<file path="src/hdl/mips_pkg.sv">
// ----------------------------------------------------------------------------
// MIPS subset executor package
// Shared types, opcodes and constants of the instruction executor.
// ----------------------------------------------------------------------------
package mips_pkg;

    localparam logic [5:0] OP_SPECIAL = 6'h00;
    localparam logic [5:0] OP_J       = 6'h02;
    localparam logic [5:0] OP_JAL     = 6'h03;
    localparam logic [5:0] OP_BEQ     = 6'h04;
    localparam logic [5:0] OP_BNE     = 6'h05;
    localparam logic [5:0] OP_ADDIU   = 6'h09;
    localparam logic [5:0] OP_ANDI    = 6'h0c;
    localparam logic [5:0] OP_LUI     = 6'h0f;
    localparam logic [5:0] OP_TRAP    = 6'h1a;
    localparam logic [5:0] OP_LW      = 6'h23;
    localparam logic [5:0] OP_SW      = 6'h2b;

    localparam logic [5:0] FN_SLL  = 6'h00;
    localparam logic [5:0] FN_SRA  = 6'h03;
    localparam logic [5:0] FN_JR   = 6'h08;
    localparam logic [5:0] FN_MFHI = 6'h10;
    localparam logic [5:0] FN_MFLO = 6'h12;
    localparam logic [5:0] FN_MULT = 6'h18;
    localparam logic [5:0] FN_DIV  = 6'h1a;
    localparam logic [5:0] FN_ADDU = 6'h21;
    localparam logic [5:0] FN_SUBU = 6'h23;
    localparam logic [5:0] FN_SLT  = 6'h2a;

    localparam logic [3:0] TRAP_NEWLINE = 4'h0;
    localparam logic [3:0] TRAP_PRINT   = 4'h1;
    localparam logic [3:0] TRAP_READ    = 4'h5;

    localparam logic [1:0] PK_NONE    = 2'd0;
    localparam logic [1:0] PK_NEWLINE = 2'd1;
    localparam logic [1:0] PK_PRINT   = 2'd2;
    localparam logic [1:0] PK_READ    = 2'd3;

    localparam logic [31:0] GP_INIT   = 32'h1000_8000;
    localparam logic [31:0] DATA_BASE = 32'h1000_0000;
    localparam logic [4:0]  REG_GP    = 5'd28;
    localparam logic [4:0]  REG_SP    = 5'd29;
    localparam logic [4:0]  REG_RA    = 5'd31;

    localparam logic CFG_START = 1'b0;
    localparam logic CFG_STACK = 1'b1;

    typedef enum logic [3:0] {
        ST_CLEAR,
        ST_IDLE,
        ST_READ_A,
        ST_READ_B,
        ST_EXEC,
        ST_DIV,
        ST_MEM,
        ST_WB,
        ST_OUT
    } state_t;

    // Divider command and status.
    typedef struct packed {
        logic        start;
        logic [31:0] dividend;
        logic [31:0] divisor;
    } div_cmd_t;

    typedef struct packed {
        logic        done;
        logic [31:0] quotient;
        logic [31:0] remainder;
    } div_stat_t;

endpackage

</file>
<file path="src/hdl/mips_div.sv">
// ----------------------------------------------------------------------------
// MIPS iterative divider
// Signed 32-bit restoring division, one quotient bit per cycle.
// ----------------------------------------------------------------------------
module mips_div (
    input  logic                clk,
    input  logic                rst_n,
    input  mips_pkg::div_cmd_t  cmd,
    output mips_pkg::div_stat_t stat
);
    import mips_pkg::*;

    logic        busy_reg, busy_next;
    logic        fix_reg, fix_next;
    logic [5:0]  cnt_reg, cnt_next;
    logic [31:0] quo_reg, quo_next;
    logic [31:0] rem_reg, rem_next;
    logic [31:0] dvs_reg, dvs_next;
    logic        negq_reg, negq_next;
    logic        negr_reg, negr_next;
    logic        done_reg, done_next;
    logic [32:0] trial;
    logic [32:0] shifted;

    always_comb
    begin
        busy_next = busy_reg;
        fix_next  = 1'b0;
        cnt_next  = cnt_reg;
        quo_next  = quo_reg;
        rem_next  = rem_reg;
        dvs_next  = dvs_reg;
        negq_next = negq_reg;
        negr_next = negr_reg;
        done_next = 1'b0;
        shifted   = {rem_reg, quo_reg[31]};
        trial     = shifted - {1'b0, dvs_reg};
        if (cmd.start)
        begin
            busy_next = 1'b1;
            cnt_next  = 6'd32;
            quo_next  = cmd.dividend[31] ? 32'd0 - cmd.dividend : cmd.dividend;
            dvs_next  = cmd.divisor[31] ? 32'd0 - cmd.divisor : cmd.divisor;
            rem_next  = 32'd0;
            negq_next = cmd.dividend[31] ^ cmd.divisor[31];
            negr_next = cmd.dividend[31];
        end
        else if (busy_reg)
        begin
            if (trial[32])
            begin
                rem_next = shifted[31:0];
                quo_next = {quo_reg[30:0], 1'b0};
            end
            else
            begin
                rem_next = trial[31:0];
                quo_next = {quo_reg[30:0], 1'b1};
            end
            cnt_next = cnt_reg - 6'd1;
            if (cnt_reg == 6'd1)
            begin
                busy_next = 1'b0;
                fix_next  = 1'b1;
            end
        end
        else if (fix_reg)
        begin
            if (negq_reg)
            begin
                quo_next = 32'd0 - quo_reg;
            end
            if (negr_reg)
            begin
                rem_next = 32'd0 - rem_reg;
            end
            done_next = 1'b1;
        end
    end

    always_ff @(posedge clk or negedge rst_n)
    begin
        if (!rst_n)
        begin
            busy_reg <= 1'b0;
            fix_reg  <= 1'b0;
            done_reg <= 1'b0;
            cnt_reg  <= 6'd0;
        end
        else
        begin
            busy_reg <= busy_next;
            fix_reg  <= fix_next;
            done_reg <= done_next;
            cnt_reg  <= cnt_next;
        end
    end

    always_ff @(posedge clk)
    begin
        quo_reg  <= quo_next;
        rem_reg  <= rem_next;
        dvs_reg  <= dvs_next;
        negq_reg <= negq_next;
        negr_reg <= negr_next;
    end

    assign stat.done      = done_reg;
    assign stat.quotient  = quo_reg;
    assign stat.remainder = rem_reg;

endmodule

</file>
<file path="config.mk">
export PLATFORM = sky130hd
export DESIGN_NAME = mips_div
export DESIGN_NICKNAME = d
export VERILOG_FILES = /design/src/hdl/mips_pkg.sv /design/src/hdl/mips_div.sv
export SDC_FILE = /design/constraint.sdc
export NUM_CORES = 1
export LEC_CHECK = 0
export BUFFER_PORTS_ARGS = -buffer_cell sky130_fd_sc_hd__buf_2
export CAP_MARGIN = 20
export CORE_ASPECT_RATIO = 0.5
export CORE_MARGIN = 4
export CORE_UTILIZATION = 50
export CTS_BUF_LIST = sky130_fd_sc_hd__clkbuf_4
export CTS_CLUSTER_DIAMETER = 200
export DETAILED_ROUTE_END_ITERATION = 6
export PLACE_DENSITY = 0.71
export SLEW_MARGIN = 20
export SYNTH_ARGS = -nofsm -noshare
export SYNTH_HDL_FRONTEND = slang
export SYNTH_SLANG_ARGS = --single-unit
</file>
<file path="constraint.sdc">
create_clock -name clk -period 3.4 [get_ports clk]
set_clock_uncertainty 0.05 [all_clocks]
set_input_delay 0.85 -clock clk [delete_from_list [all_inputs] [get_ports clk]]
set_output_delay 0.85 -clock clk [all_outputs]
set_load 0.01 [all_outputs]
</file>
==> results.md <==
- Seq cells post-synth: 107
- Run status: complete, no violations
- Placed Cells: 1391
- Vias: 8164
- Crit path kind: flop to flop
- Most common cell after layout, fill and taps aside: buf_2
- First-pass GRT wire length: 38410 um
- Worst hold path type: input port to asynchronous set/reset pin
- Pre-antenna DRT Iters: 5
- Final slew viol count: 0
- Routability cong.: 0.9452
- Initial antenna violation count: 0
- Ys flop type: edfxtp_1
- Data arrival, critical path: 3.60 ns
- DR iter-0 viols: 567
- GRT Total Usage: 23.51%
- Tmin final: 3.261 ns
- CP Launch Type: flop
- Cts hold-fix bufs: 0
- Clock latency on the worst-skew pair: 0.47 ns
- Routed vias/inst: 5.802
- Critical Path Sink Type: flop
- Unrepaired setup endpoints after global routing: no
- Netlist Area Pre-Place: 8750 um2
- Syn nets: 1140
- Fillers: 1526
- Die H: 101.5 um
- Share of post-route cells with drive strength above 1: 19.24%
- Register area share after synthesis: 32.55%
- Post-Route WL: 23350 um
- Clk sinks: 107
- P_leak: 4.351 nW
- Total grt overflow: 0
- Row count: 33
- Postcts setup bufs: 0
- Yosys top cell area share: 22.65%
- Ys async rst share: 8.411%
- Synth Area in Compound Gates: 22.01%
- Wire length on met1: 11470 um
- Slew headroom: 48.60%
- Htree depth: 3
- Cells after Synth: 1034
- WL per Instance: 16.59 um
- Area grow syn2layout: 15.29%
- WL met2: 9980 um
- EDFF count, synth: 66
- Top sig layer: met4
- Power Dens Cells: 438.4 nW/um2
- Synth top area cells: edfxtp_1 23%, xnor2_1 8.5%, dfxtp_1 7.3%, ha_1 5.4%, xor2_1 4.4%
- Core area: 16760 um2
- DIE WIDTH: 195.1 um
- Largest family of logic cells by synthesized area: compound AO/OA/AOI/OAI gates
- Mux cell area share after synthesis: 2.974%
- TritonCTS clock tree: yes
- Post-synth top area cell: edfxtp_1
- DIE AREA: 19810 um2
- CTS root buffer: clkbuf_4
- IO buf count: 131
- Crit path required time: 3.74 ns
- Synth Area in XOR/XNOR: 12.91%
- Post-synthesis adder-cell area fraction: 5.663%
- Post-Synth Simple-Gate Area: 18.86%
- Vias in the first global route: 7639
- Commonest cells after routing, fill and taps aside: 130 x buf_2, 92 x nor2_1, 85 x xnor2_1
- Slew @ Worst Pin: 0.7682 ns
- Max Root-Sink Buffers: 2
- # nets final: 1281
- Max Clock Freq: 306.7 MHz
- Peak VDD IR: 0.0002078 V
- DR DRC count: 0
- Initial Util: 52.19%
- Max-cap violations: 0
- Avg Inst Size Synth: 8.462 um2
- Clk slew on worst S/H paths: 0.18 ns
- Antenna-violating nets left: 0
- Setup TNS: 0 ns
- Met3 wire length: 1707 um
- Final hold violations: 0
- Ys Warns: 0
- Final worst-path cycle share: 95.91%
- Distinct cells, synth: 76
- CTS Buf Count: 9
- Worst Path Max Fanout: 22
- Largest net degree at the start of global routing: 99
- Fin cells: 1407
- # diodes: 0
- Final HPWL DP: 17870 um
- I/O pins: 132
- Final setup violation count: 0
-- critical path: stages, from the launching register on --
cell	delay, ns
edfxtp_1	0.49
ha_2	0.22
fa_2	0.36
nor2b_2	0.16
o2111ai_2	0.15
nand4_1	0.14
a21oi_2	0.09
nor4_1	0.31
buf_4	0.17
o31ai_2	0.05
buf_4	0.15
xor2_4	0.17
buf_12	0.18
or2_1	0.22
a311oi_2	0.25
-- cell usage after synthesis (all sizes together), types with 32 or more instances --
cell type,number
inv,61
nor2,93
dfxtp,32
clkbuf,38
a21oi,74
xor2,44
ha,38
edfxtp,66
a211oi,32
nor3,33
xnor2,85
o21ai,69
nand2,79
-- metal layers --
metal / global-route usage, % / up-vias
met3: 4.553 / 14
met4: 3.646 / 0
met2: 36.62 / 275
li1: - / 4085
met5: 0 / -
met1: 34.88 / 3790
-- timing repair --
action / 4_1_cts / 5_1_grt
gates resized for setup: 2 / 6
pin swaps: 1 / 2
endpoints found under the setup margin: 1 / 28
-- final timing paths --
| path | startpoint | endpoint | slack, ns | depth (start not counted) |
|---|---|---|---|---|
| max in group asynchronous | rst_n | cnt_reg[2] | 2.96 | 1 |
| setup reg to reg | dvs_reg[0] | rem_reg[1] | 0.14 | 14 |
| hold reg to reg | cnt_reg[4] | fix_reg | 0.48 | 1 |
| min in group clk | cnt_reg[4] | fix_reg | 0.48 | 1 |
| hold / removal | rst_n | cnt_reg[3] | 0.14 | 1 |
| setup / recovery | dvs_reg[0] | rem_reg[1] | 0.14 | 14 |
-- per-stage QoR --
stage | cell area (um2) | power, mW | utilization [%] | worst slack (ns) | hold slack [ns]
after floorplan | 8750 | 3.080 | - | 0.09773 | 0.4195
after global placement | 9921 | 3.687 | 59.18 | -0.06017 | 0.4516
after detailed placement | 9921 | 3.730 | 59.18 | -0.1322 | 0.4564
after CTS | 10070 | 4.415 | 60.05 | 0.009075 | 0.1034
after global routing | 10090 | 4.734 | 60.17 | 0.02346 | 0.09681
final | 10090 | 4.422 | 60.17 | 0.1390 | 0.1359
-- cell families (layout without fill, tap and decap cells) --
logic type / after synthesis / in the layout
simple gates: 327 / 327
compound gates: 293 / 293
xor+xnor: 129 / 129
buf+inv: 113 / 259
flops: 107 / 107
fa+ha+maj: 39 / 39
mux: 26 / 26
-- power breakdown --
group / switching [mW] / internal [mW] / total (mW)
Sequential: 0.234 / 1.60 / 1.83
Combinational: 1.12 / 0.791 / 1.91
Clock: 0.435 / 0.241 / 0.676
Total: 1.79 / 2.63 / 4.42
-- cell type report --
class	count	area (um2)	share of cell area, %
repair buffers	182	1079	10.69
inverters	61	229.0	2.270
multi-input cells	814	5509	54.61
clock inverters	5	55.05	0.5458
clock buffers	11	82.58	0.8187
well taps	227	284.0	2.816
flip-flops and latches	107	2849	28.24
(Power assumes the default switching activity.)
